$ cat config.mk
export PLATFORM = sky130hd
export DESIGN_NAME = swd_host_transfer_engine_flat
export DESIGN_NICKNAME = d
export VERILOG_FILES = /design/src/rtl/swdh_pkg.sv /design/src/rtl/swdh_if.sv /design/src/rtl/swd_host_transfer_engine.sv /design/src/rtl/swdh_step.sv /design/src/rtl/swdh_out_reg.sv /design/src/flat_wrapper.sv
export SDC_FILE = /design/constraint.sdc
export NUM_CORES = 1
export LEC_CHECK = 0
export BUFFER_PORTS_ARGS = -buffer_cell sky130_fd_sc_hd__buf_4
export CAP_MARGIN = 0
export CORE_MARGIN = 10
export CORE_UTILIZATION = 59
export CTS_CLUSTER_SIZE = 10
export DETAILED_ROUTE_END_ITERATION = 16
export PLACE_DENSITY = 0.89
export SLEW_MARGIN = 10
export SYNTH_ARGS = -nofsm -noshare
export SYNTH_HDL_FRONTEND = slang
export SYNTH_SLANG_ARGS = --single-unit
$ cat constraint.sdc
create_clock -name clk_i -period 4.6 [get_ports clk_i]
set_clock_uncertainty 0.15 [all_clocks]
set_input_delay 0.46 -clock clk_i [delete_from_list [all_inputs] [get_ports clk_i]]
set_output_delay 0.46 -clock clk_i [all_outputs]
set_load 0.01 [all_outputs]
$ cat src/rtl/swdh_pkg.sv
// Shared types and constants for the SWD host transfer engine.
// No dependencies; the step logic, result register and top level take names from here by scope.
`timescale 1ns / 1ps

package swdh_pkg;

  localparam logic [7:0]  MaxAttemptsReset = 8'd15;
  localparam logic [15:0] InitSeqWord      = 16'hE79E;
  localparam logic [6:0]  LineResetBits    = 7'd64;
  localparam logic [6:0]  InitSeqBits      = 7'd16;
  localparam logic [6:0]  RequestBits      = 7'd8;
  localparam logic [6:0]  AckBits          = 7'd3;
  localparam logic [6:0]  WordBits         = 7'd32;
  localparam logic [2:0]  AckOk            = 3'd1;
  localparam logic [3:0]  IdcodeRequest    = 4'h2;

  typedef enum logic [12:0] {
    PH_IDLE     = 13'b0000000000001,
    PH_INIT1    = 13'b0000000000010,
    PH_INITSEQ  = 13'b0000000000100,
    PH_INIT2    = 13'b0000000001000,
    PH_INIT0    = 13'b0000000010000,
    PH_REQ      = 13'b0000000100000,
    PH_ACK      = 13'b0000001000000,
    PH_RDATA    = 13'b0000010000000,
    PH_RPAR     = 13'b0000100000000,
    PH_WDATA    = 13'b0001000000000,
    PH_WPAR     = 13'b0010000000000,
    PH_IDLEBIT  = 13'b0100000000000,
    PH_FLUSH    = 13'b1000000000000
  } phase_e;

  typedef struct packed {
    phase_e      phase;
    logic [6:0]  bit_counter;
    logic [31:0] shift_word;
    logic        host_drives;
    logic [7:0]  attempts_left;
    logic        parity_acc;
    logic [3:0]  latched_request;
    logic [31:0] latched_write_word;
    logic [2:0]  ack_reg;
  } swdh_state_t;

  localparam swdh_state_t StateReset = '{
    phase:              PH_IDLE,
    bit_counter:        7'd0,
    shift_word:         32'd0,
    host_drives:        1'b0,
    attempts_left:      8'd0,
    parity_acc:         1'b0,
    latched_request:    4'd0,
    latched_write_word: 32'd0,
    ack_reg:            3'd0
  };

  typedef struct packed {
    logic        start_req;
    logic        mode;
    logic        ap_not_dp;
    logic        read_not_write;
    logic [1:0]  reg_addr;
    logic [31:0] write_data;
    logic        swdio_in;
  } swdh_item_t;

  typedef struct packed {
    logic        clock_pulse;
    logic        swdio_out;
    logic        swdio_oe;
    logic        busy_res;
    logic        done_res;
    logic        ok;
    logic [2:0]  ack;
    logic [31:0] read_data;
  } swdh_result_t;

endpackage

$ cat src/rtl/swdh_if.sv
// Valid/ready channel interfaces: input items, result items, config writes.
// Depends on nothing; used by the top level and the result register.
`timescale 1ns / 1ps

interface swdh_in_if;
  logic        valid;
  logic        ready;
  logic        start_req;
  logic        mode;
  logic        ap_not_dp;
  logic        read_not_write;
  logic [1:0]  reg_addr;
  logic [31:0] write_data;
  logic        swdio_in;

  modport source (output valid, start_req, mode, ap_not_dp, read_not_write, reg_addr,
                  write_data, swdio_in, input ready);
  modport sink   (input valid, start_req, mode, ap_not_dp, read_not_write, reg_addr,
                  write_data, swdio_in, output ready);
endinterface

interface swdh_out_if;
  logic        valid;
  logic        ready;
  logic        clock_pulse;
  logic        swdio_out;
  logic        swdio_oe;
  logic        busy_res;
  logic        done_res;
  logic        ok;
  logic [2:0]  ack;
  logic [31:0] read_data;

  modport source (output valid, clock_pulse, swdio_out, swdio_oe, busy_res, done_res, ok,
                  ack, read_data, input ready);
  modport sink   (input valid, clock_pulse, swdio_out, swdio_oe, busy_res, done_res, ok,
                  ack, read_data, output ready);
endinterface

interface swdh_cfg_if;
  logic       valid;
  logic       ready;
  logic [7:0] max_attempts;

  modport source (output valid, max_attempts, input ready);
  modport sink   (input valid, max_attempts, output ready);
endinterface

$ cat src/rtl/swd_host_transfer_engine.sv
// SWD host transfer engine top level: state and config registers, step logic,
// result register. Depends on swdh_pkg, swdh_if, swdh_step and swdh_out_reg.
//
// Each input item on in_i is one bit period on the wire: the sampled data
// line plus an optional command (transfer or line-reset-and-ID read). Each
// accepted item yields exactly one result item on out_o: clock pulse,
// driven level and enable, busy/done/ok, last acknowledge and read word.
// The result is registered and appears in the cycle after the item is taken;
// the block takes one item per cycle, limited by the single result register,
// which accepts a new item whenever it is empty or being drained that cycle.
// When out_o stalls, in_i.ready drops and the command state holds.
// cfg_i writes max_attempts (attempts per transfer, 0 acts as 1) and is
// always ready; write it only while no command is running.
// Reset clears the command state to idle with the line released, the
// acknowledge to zero, max_attempts to 15, and empties the result register.
`timescale 1ns / 1ps

module swd_host_transfer_engine (
  input logic         clk_i,
  input logic         rst_ni,
  swdh_in_if.sink     in_i,
  swdh_out_if.source  out_o,
  swdh_cfg_if.sink    cfg_i
);

  swdh_pkg::swdh_state_t  state_q;
  swdh_pkg::swdh_state_t  state_d;
  swdh_pkg::swdh_item_t   item;
  swdh_pkg::swdh_result_t result;
  logic [7:0]             max_attempts_q;
  logic                   free;
  logic                   accept;

  assign item = '{
    start_req:      in_i.start_req,
    mode:           in_i.mode,
    ap_not_dp:      in_i.ap_not_dp,
    read_not_write: in_i.read_not_write,
    reg_addr:       in_i.reg_addr,
    write_data:     in_i.write_data,
    swdio_in:       in_i.swdio_in
  };

  assign in_i.ready  = free;
  assign accept      = in_i.valid && free;
  assign cfg_i.ready = 1'b1;

  swdh_step u_step (
    .state_i        (state_q),
    .item_i         (item),
    .max_attempts_i (max_attempts_q),
    .state_o        (state_d),
    .result_o       (result)
  );

  swdh_out_reg u_out_reg (
    .clk_i    (clk_i),
    .rst_ni   (rst_ni),
    .load_i   (accept),
    .result_i (result),
    .free_o   (free),
    .out_o    (out_o)
  );

  always_ff @(posedge clk_i or negedge rst_ni) begin
    if (!rst_ni) begin
      state_q <= swdh_pkg::StateReset;
    end else if (accept) begin
      state_q <= state_d;
    end
  end

  always_ff @(posedge clk_i or negedge rst_ni) begin
    if (!rst_ni) begin
      max_attempts_q <= swdh_pkg::MaxAttemptsReset;
    end else if (cfg_i.valid) begin
      max_attempts_q <= cfg_i.max_attempts;
    end
  end

endmodule

$ cat src/rtl/swdh_step.sv
// Next-state and result logic for one bit period of the SWD host.
// Depends on swdh_pkg.
`timescale 1ns / 1ps

module swdh_step (
  input  swdh_pkg::swdh_state_t  state_i,
  input  swdh_pkg::swdh_item_t   item_i,
  input  logic [7:0]             max_attempts_i,
  output swdh_pkg::swdh_state_t  state_o,
  output swdh_pkg::swdh_result_t result_o
);

  swdh_pkg::swdh_state_t  st;
  swdh_pkg::swdh_result_t res;
  logic [7:0]             first_attempts;
  logic [7:0]             request_byte;
  logic [6:0]             bc_inc;
  logic [2:0]             ack_new;
  logic                   wants_drive;

  assign first_attempts = (max_attempts_i == 8'd0) ? 8'd1 : max_attempts_i;

  always_comb begin
    st             = state_i;
    res            = '0;
    res.swdio_oe   = state_i.host_drives;
    request_byte   = 8'd0;
    bc_inc         = 7'd0;
    ack_new        = 3'd0;
    wants_drive    = 1'b0;

    if ((state_i.phase == swdh_pkg::PH_IDLE) && item_i.start_req) begin
      st.bit_counter = 7'd0;
      if (item_i.mode) begin
        st.latched_request    = swdh_pkg::IdcodeRequest;
        st.latched_write_word = 32'd0;
        st.phase              = swdh_pkg::PH_INIT1;
      end else begin
        st.latched_request    = {item_i.reg_addr, item_i.read_not_write, item_i.ap_not_dp};
        st.latched_write_word = item_i.write_data;
        st.attempts_left      = first_attempts;
        st.phase              = swdh_pkg::PH_REQ;
      end
    end

    request_byte = {1'b1, 1'b0, ^st.latched_request, st.latched_request, 1'b1};
    bc_inc       = st.bit_counter + 7'd1;
    ack_new      = ((st.bit_counter == 7'd0) ? 3'd0 : st.ack_reg)
                   | (3'(item_i.swdio_in) << st.bit_counter[1:0]);

    if (st.phase != swdh_pkg::PH_IDLE) begin
      res.clock_pulse = 1'b1;
      res.busy_res    = 1'b1;
      wants_drive     = !((st.phase == swdh_pkg::PH_ACK) || (st.phase == swdh_pkg::PH_RDATA)
                          || (st.phase == swdh_pkg::PH_RPAR));
      if (st.host_drives != wants_drive) begin
        res.swdio_oe   = 1'b0;
        st.host_drives = wants_drive;
      end else begin
        res.swdio_oe = wants_drive;
        case (st.phase)
          swdh_pkg::PH_INIT1, swdh_pkg::PH_INIT2: begin
            res.swdio_out  = 1'b1;
            st.bit_counter = bc_inc;
            if (bc_inc >= swdh_pkg::LineResetBits) begin
              st.bit_counter = 7'd0;
              st.phase = (st.phase == swdh_pkg::PH_INIT1) ? swdh_pkg::PH_INITSEQ
                                                           : swdh_pkg::PH_INIT0;
            end
          end
          swdh_pkg::PH_INITSEQ: begin
            res.swdio_out  = swdh_pkg::InitSeqWord[st.bit_counter[3:0]];
            st.bit_counter = bc_inc;
            if (bc_inc >= swdh_pkg::InitSeqBits) begin
              st.bit_counter = 7'd0;
              st.phase       = swdh_pkg::PH_INIT2;
            end
          end
          swdh_pkg::PH_INIT0: begin
            st.bit_counter = bc_inc;
            if (bc_inc >= swdh_pkg::LineResetBits) begin
              st.attempts_left = first_attempts;
              st.bit_counter   = 7'd0;
              st.phase         = swdh_pkg::PH_REQ;
            end
          end
          swdh_pkg::PH_REQ: begin
            res.swdio_out  = request_byte[st.bit_counter[2:0]];
            st.bit_counter = bc_inc;
            if (bc_inc >= swdh_pkg::RequestBits) begin
              st.bit_counter = 7'd0;
              st.phase       = swdh_pkg::PH_ACK;
            end
          end
          swdh_pkg::PH_ACK: begin
            st.ack_reg     = ack_new;
            st.bit_counter = bc_inc;
            if (bc_inc >= swdh_pkg::AckBits) begin
              st.bit_counter = 7'd0;
              if (ack_new == swdh_pkg::AckOk) begin
                if (st.latched_request[1]) begin
                  st.shift_word = 32'd0;
                  st.parity_acc = 1'b0;
                  st.phase      = swdh_pkg::PH_RDATA;
                end else begin
                  st.phase = swdh_pkg::PH_WDATA;
                end
              end else begin
                st.phase = swdh_pkg::PH_FLUSH;
              end
            end
          end
          swdh_pkg::PH_RDATA: begin
            st.shift_word  = st.shift_word | (32'(item_i.swdio_in) << st.bit_counter[4:0]);
            st.parity_acc  = st.parity_acc ^ item_i.swdio_in;
            st.bit_counter = bc_inc;
            if (bc_inc >= swdh_pkg::WordBits) begin
              st.bit_counter = 7'd0;
              st.phase       = swdh_pkg::PH_RPAR;
            end
          end
          swdh_pkg::PH_RPAR: begin
            st.phase = (item_i.swdio_in == st.parity_acc) ? swdh_pkg::PH_IDLEBIT
                                                           : swdh_pkg::PH_FLUSH;
            st.bit_counter = 7'd0;
          end
          swdh_pkg::PH_WDATA: begin
            res.swdio_out  = st.latched_write_word[st.bit_counter[4:0]];
            st.bit_counter = bc_inc;
            if (bc_inc >= swdh_pkg::WordBits) begin
              st.bit_counter = 7'd0;
              st.phase       = swdh_pkg::PH_WPAR;
            end
          end
          swdh_pkg::PH_WPAR: begin
            res.swdio_out = ^st.latched_write_word;
            st.phase      = swdh_pkg::PH_IDLEBIT;
          end
          swdh_pkg::PH_IDLEBIT: begin
            res.done_res     = 1'b1;
            res.ok           = 1'b1;
            res.read_data    = st.latched_request[1] ? st.shift_word : 32'd0;
            st.phase         = swdh_pkg::PH_IDLE;
            st.attempts_left = 8'd0;
          end
          swdh_pkg::PH_FLUSH: begin
            st.bit_counter = bc_inc;
            if (bc_inc >= swdh_pkg::WordBits) begin
              st.bit_counter = 7'd0;
              if (st.attempts_left > 8'd1) begin
                st.attempts_left = st.attempts_left - 8'd1;
                st.phase         = swdh_pkg::PH_REQ;
              end else begin
                st.attempts_left = 8'd0;
                res.done_res     = 1'b1;
                st.phase         = swdh_pkg::PH_IDLE;
              end
            end
          end
          default: begin
            st.phase       = swdh_pkg::PH_IDLE;
            st.bit_counter = 7'd0;
          end
        endcase
      end
    end

    res.ack = st.ack_reg;
  end

  assign state_o  = st;
  assign result_o = res;

endmodule

$ cat src/rtl/swdh_out_reg.sv
// Result register driving the output channel; frees itself as items leave.
// Depends on swdh_pkg and swdh_out_if.
`timescale 1ns / 1ps

module swdh_out_reg (
  input  logic                   clk_i,
  input  logic                   rst_ni,
  input  logic                   load_i,
  input  swdh_pkg::swdh_result_t result_i,
  output logic                   free_o,
  swdh_out_if.source             out_o
);

  logic                   valid_q;
  logic                   valid_d;
  swdh_pkg::swdh_result_t result_q;

  assign free_o  = !valid_q || out_o.ready;
  assign valid_d = load_i || (valid_q && !out_o.ready);

  always_ff @(posedge clk_i or negedge rst_ni) begin
    if (!rst_ni) begin
      valid_q <= 1'b0;
    end else begin
      valid_q <= valid_d;
    end
  end

  always_ff @(posedge clk_i) begin
    if (load_i) begin
      result_q <= result_i;
    end
  end

  assign out_o.valid       = valid_q;
  assign out_o.clock_pulse = result_q.clock_pulse;
  assign out_o.swdio_out   = result_q.swdio_out;
  assign out_o.swdio_oe    = result_q.swdio_oe;
  assign out_o.busy_res    = result_q.busy_res;
  assign out_o.done_res    = result_q.done_res;
  assign out_o.ok          = result_q.ok;
  assign out_o.ack         = result_q.ack;
  assign out_o.read_data   = result_q.read_data;

endmodule

$ cat src/flat_wrapper.sv
// flat-port wrapper written by rule: the top's interface ports become plain ports
module swd_host_transfer_engine_flat 
  (clk_i, rst_ni, in_i_valid, in_i_start_req, in_i_mode, in_i_ap_not_dp, in_i_read_not_write, in_i_reg_addr, in_i_write_data, in_i_swdio_in, in_i_ready, out_o_valid, out_o_clock_pulse, out_o_swdio_out, out_o_swdio_oe, out_o_busy_res, out_o_done_res, out_o_ok, out_o_ack, out_o_read_data, out_o_ready, cfg_i_valid, cfg_i_max_attempts, cfg_i_ready);
  swdh_in_if in_i_i ();
  swdh_out_if out_o_i ();
  swdh_cfg_if cfg_i_i ();
  input logic clk_i;
  input logic rst_ni;
  input wire logic [$bits(in_i_i.valid)-1:0] in_i_valid;
  input wire logic [$bits(in_i_i.start_req)-1:0] in_i_start_req;
  input wire logic [$bits(in_i_i.mode)-1:0] in_i_mode;
  input wire logic [$bits(in_i_i.ap_not_dp)-1:0] in_i_ap_not_dp;
  input wire logic [$bits(in_i_i.read_not_write)-1:0] in_i_read_not_write;
  input wire logic [$bits(in_i_i.reg_addr)-1:0] in_i_reg_addr;
  input wire logic [$bits(in_i_i.write_data)-1:0] in_i_write_data;
  input wire logic [$bits(in_i_i.swdio_in)-1:0] in_i_swdio_in;
  output wire logic [$bits(in_i_i.ready)-1:0] in_i_ready;
  output wire logic [$bits(out_o_i.valid)-1:0] out_o_valid;
  output wire logic [$bits(out_o_i.clock_pulse)-1:0] out_o_clock_pulse;
  output wire logic [$bits(out_o_i.swdio_out)-1:0] out_o_swdio_out;
  output wire logic [$bits(out_o_i.swdio_oe)-1:0] out_o_swdio_oe;
  output wire logic [$bits(out_o_i.busy_res)-1:0] out_o_busy_res;
  output wire logic [$bits(out_o_i.done_res)-1:0] out_o_done_res;
  output wire logic [$bits(out_o_i.ok)-1:0] out_o_ok;
  output wire logic [$bits(out_o_i.ack)-1:0] out_o_ack;
  output wire logic [$bits(out_o_i.read_data)-1:0] out_o_read_data;
  input wire logic [$bits(out_o_i.ready)-1:0] out_o_ready;
  input wire logic [$bits(cfg_i_i.valid)-1:0] cfg_i_valid;
  input wire logic [$bits(cfg_i_i.max_attempts)-1:0] cfg_i_max_attempts;
  output wire logic [$bits(cfg_i_i.ready)-1:0] cfg_i_ready;
  assign in_i_i.valid = in_i_valid;
  assign in_i_i.start_req = in_i_start_req;
  assign in_i_i.mode = in_i_mode;
  assign in_i_i.ap_not_dp = in_i_ap_not_dp;
  assign in_i_i.read_not_write = in_i_read_not_write;
  assign in_i_i.reg_addr = in_i_reg_addr;
  assign in_i_i.write_data = in_i_write_data;
  assign in_i_i.swdio_in = in_i_swdio_in;
  assign in_i_ready = in_i_i.ready;
  assign out_o_valid = out_o_i.valid;
  assign out_o_clock_pulse = out_o_i.clock_pulse;
  assign out_o_swdio_out = out_o_i.swdio_out;
  assign out_o_swdio_oe = out_o_i.swdio_oe;
  assign out_o_busy_res = out_o_i.busy_res;
  assign out_o_done_res = out_o_i.done_res;
  assign out_o_ok = out_o_i.ok;
  assign out_o_ack = out_o_i.ack;
  assign out_o_read_data = out_o_i.read_data;
  assign out_o_i.ready = out_o_ready;
  assign cfg_i_i.valid = cfg_i_valid;
  assign cfg_i_i.max_attempts = cfg_i_max_attempts;
  assign cfg_i_ready = cfg_i_i.ready;
  swd_host_transfer_engine u_core (.clk_i(clk_i), .rst_ni(rst_ni), .in_i(in_i_i), .out_o(out_o_i), .cfg_i(cfg_i_i));
endmodule
==> impl_results.md <==
* Outcome: finished clean
* Sw Pwr at 1980 µW
* TritonCTS clock tree: yes
* Core footprint at 0.0138 mm²
* Synthesis Warnings at 0
* Worst setup margin at 0.308 ns
* Worst slew margin at 26.5%
* Req. time, crit path at 4.82 ns
* Max cap viols at 0
* WL/cell at 19.7 µm
* Post-route minimum period at 4.29 ns
* Avg Inst Size Synth at 9.83 µm²
* Xor/xnor share of the synthesized area at 4.11%
* Port Buffers at 94
* GPL Wtd Cong at 0.998
* Mux contribution to synthesized area at 5.10%
* Setup Crit Path Kind: reg -> reg
* Filler cell count at 1002
* Final WL at 21800 µm
* Hpwl dp at 15400 µm
* Top reg by flops: u_core.state_q
* Vias in the first global route at 6841
* PD cells at 545 mW/mm²
* Simple-gate area share of the yosys netlist at 21.1%
* Sequential Power Share at 34.8%
* Max-slew violations at 0
* Initial Utilization at 60.2%
* Die height at 139 µm
* Tot Pwr at 5290 µW
* Least-Margin Pin Slew at 1.09 ns
* #FFs+latches synth at 150
* Seq/Total Area, Yosys at 47.6%
* Main combinational cell family by area after synthesis: simple AND/OR/NAND/NOR gates
* Ant. Diodes at 0
* P_leak at 0.00409 µW
* Ys flop type: dfrtp_1
* GRT Overall Usage at 22.2%
* Compound-gate portion of the synthesized area at 17.4%
* Drt pass-1 iters at 7
* Hold Vio Cnt, Final at 0
* VDD IR-drop max at 382 µV
* # setup viols final at 0
* Syn Nets at 902
* Hold slack at 0.0252 ns
* Number of hold buffers added after cts at 0
* Layout cells sized above 1 at 20.2%
* Final design utilization at 70.2%
* Antenna Nets Post-Route at 0
* # IOs at 96
* Adder-Cell Fraction of Synth Area at 0.602%
* Root Driver: clkbuf_16
* Commonest non-fill, non-tap cell in the layout: buf_4
* DRT iter0 DRCs at 868
* Largest register FFs at 101
* Sw Ratio at 37.5%
* Worst setup SP type: flop
* DR DRC count at 0
* Grt ovf at 0
* Core Rows at 43
* Worst-Skew Late Latency at 0.44 ns
* CP Capture Type: flop
* Worst hold path type: in -> async
* Synthesized area at 0.00832 mm²
* Async set-reset flop share out of synthesis at 73.3%
* Die width at 139 µm
* First-pass GRT wire length at 35700 µm
* Clock sink count at 150
* Vias at 7059
* Fin nets at 972
* Largest net degree at the start of global routing at 76
* Initial antenna violation count at 0
* Clock buffer depth at 2
* Int Power at 3310 µW
* Post-synth EDFFs at 40
* Clock transition at path regs at 0.06 ns
* Commonest cells after routing, fill and taps aside: buf_4, dfrtp_1, nand2_1
* RSZ-0062 raised after global routing: no
* CTS Buf Count at 17
* Synth unique cells at 73
* Critical path peak fanout at 15
* Die area at 0.0192 mm²
* Cell count after synthesis at 846
* Post-CTS setup buffer count at 0
* Worst slack, placed at 0.402 ns
* CP arrival at 4.51 ns
* Post_cts resized at 0
* Final TNS setup at 0 ns
* Area Overhead vs Synth at 16.7%
* Ratio of final minimum period to clock period at 93.3%
* Clock group share of total power at 26.9%
* H-tree lvl count at 4
* Combinational power share at 38.3%
* Max Freq at 233 MHz
* Routed vias/inst at 6.37
-- path summary, 6_finish.rpt --
check | from | endpoint | slack, ns | cells past startpoint
max | u_core.state_q[88] | u_core.state_q[67] | 0.31 | 10
min | rst_ni | u_core.state_q[94] | 0.03 | 1
max reg2reg | u_core.state_q[88] | u_core.state_q[67] | 0.31 | 10
min reg2reg | u_core.state_q[62] | u_core.state_q[62] | 0.34 | 1
max in group asynchronous | rst_ni | u_core.state_q[88] | 3.18 | 2
min in group clk_i | in_i_valid | u_core.u_out_reg.out_o.valid | 0.07 | 2
-- synth_stat cells, drive strengths merged, types with 7 or more instances --
library cell / number / share of area, %
and2: 37 / 2.8
o21ai: 70 / 4.2
nand2b: 42 / 3.2
nand4: 7 / 0.53
nand2: 89 / 4.1
dfrtp: 105 / 32
nor2: 49 / 2.2
edfxtp: 40 / 14
nand3: 20 / 1.2
a21oi: 33 / 2.0
xnor2: 35 / 3.7
mux2i: 12 / 1.4
or3: 13 / 0.98
or2: 7 / 0.53
buf: 12 / 1.2
clkbuf: 48 / 2.2
or4: 10 / 0.99
nor3: 23 / 1.4
a22o: 28 / 2.9
inv: 13 / 0.59
nor4: 13 / 1.1
mux2: 15 / 2.0
a22oi: 8 / 0.72
a31oi: 8 / 0.60
-- layout make-up --
cell class              count  area, µm²  area share, %
multi-input cells         623       4040           41.6
inverters                  13       48.8          0.503
clock buffers              18        429           4.42
flip-flops and latches    150       3960           40.8
repair buffers            111        833           8.59
well taps                 180        225           2.32
clock inverters            14        169           1.74
-- routing by layer --
metal	global-route usage [%]	vias to the layer above	part of all wire, %
li1	-	3229	-
met1	29.6	3371	42
met2	34.4	397	46
met3	5.51	62	9.3
met4	8.02	0	2.8
met5	0	-	0
-- per-stage QoR --
| step | cell area (µm²) | std cells |
|---|---|---|
| 2_1_floorplan | 8320 | 846 |
| 3_3_place_gp | 9100 | 1077 |
| 3_5_place_dp | 9110 | 1077 |
| 4_1_cts | 9710 | 1109 |
| 5_1_grt | 9710 | 1109 |
| 6_report | 9710 | 1109 |
-- logic make-up (layout without fill, tap and decap cells) --
group	after synthesis	in the layout
adder cells (fa/ha/maj)	4	4
multiplexers	33	33
AND/OR/NAND/NOR	333	333
AO/OA/AOI/OAI	213	213
other	1	1
XOR/XNOR	39	39
buffers and inverters	73	156
flip-flops	150	150
-- worst max-delay path: stages, from the launching register on --
cell and delay (ns):
dfstp_2 0.68, or4bb_1 0.61, or4_4 0.58, nand2_1 0.12
ha_1 0.18, inv_1 0.07, a221oi_2 0.33, nor3_1 0.12
nand2b_1 0.26, nor4_1 0.87, a22o_1 0.25
-- power by group through the flow --
stage          clock [µW]  combinational (µW)  sequential (µW)
2_1_floorplan           0                1560             1770
3_3_place_gp            0                1960             1850
3_5_place_dp            0                2000             1860
4_1_cts              1430                2010             1840
5_1_grt              1480                2220             1880
6_report             1420                2030             1840
Note: power is estimated with default switching activity, not from simulation.
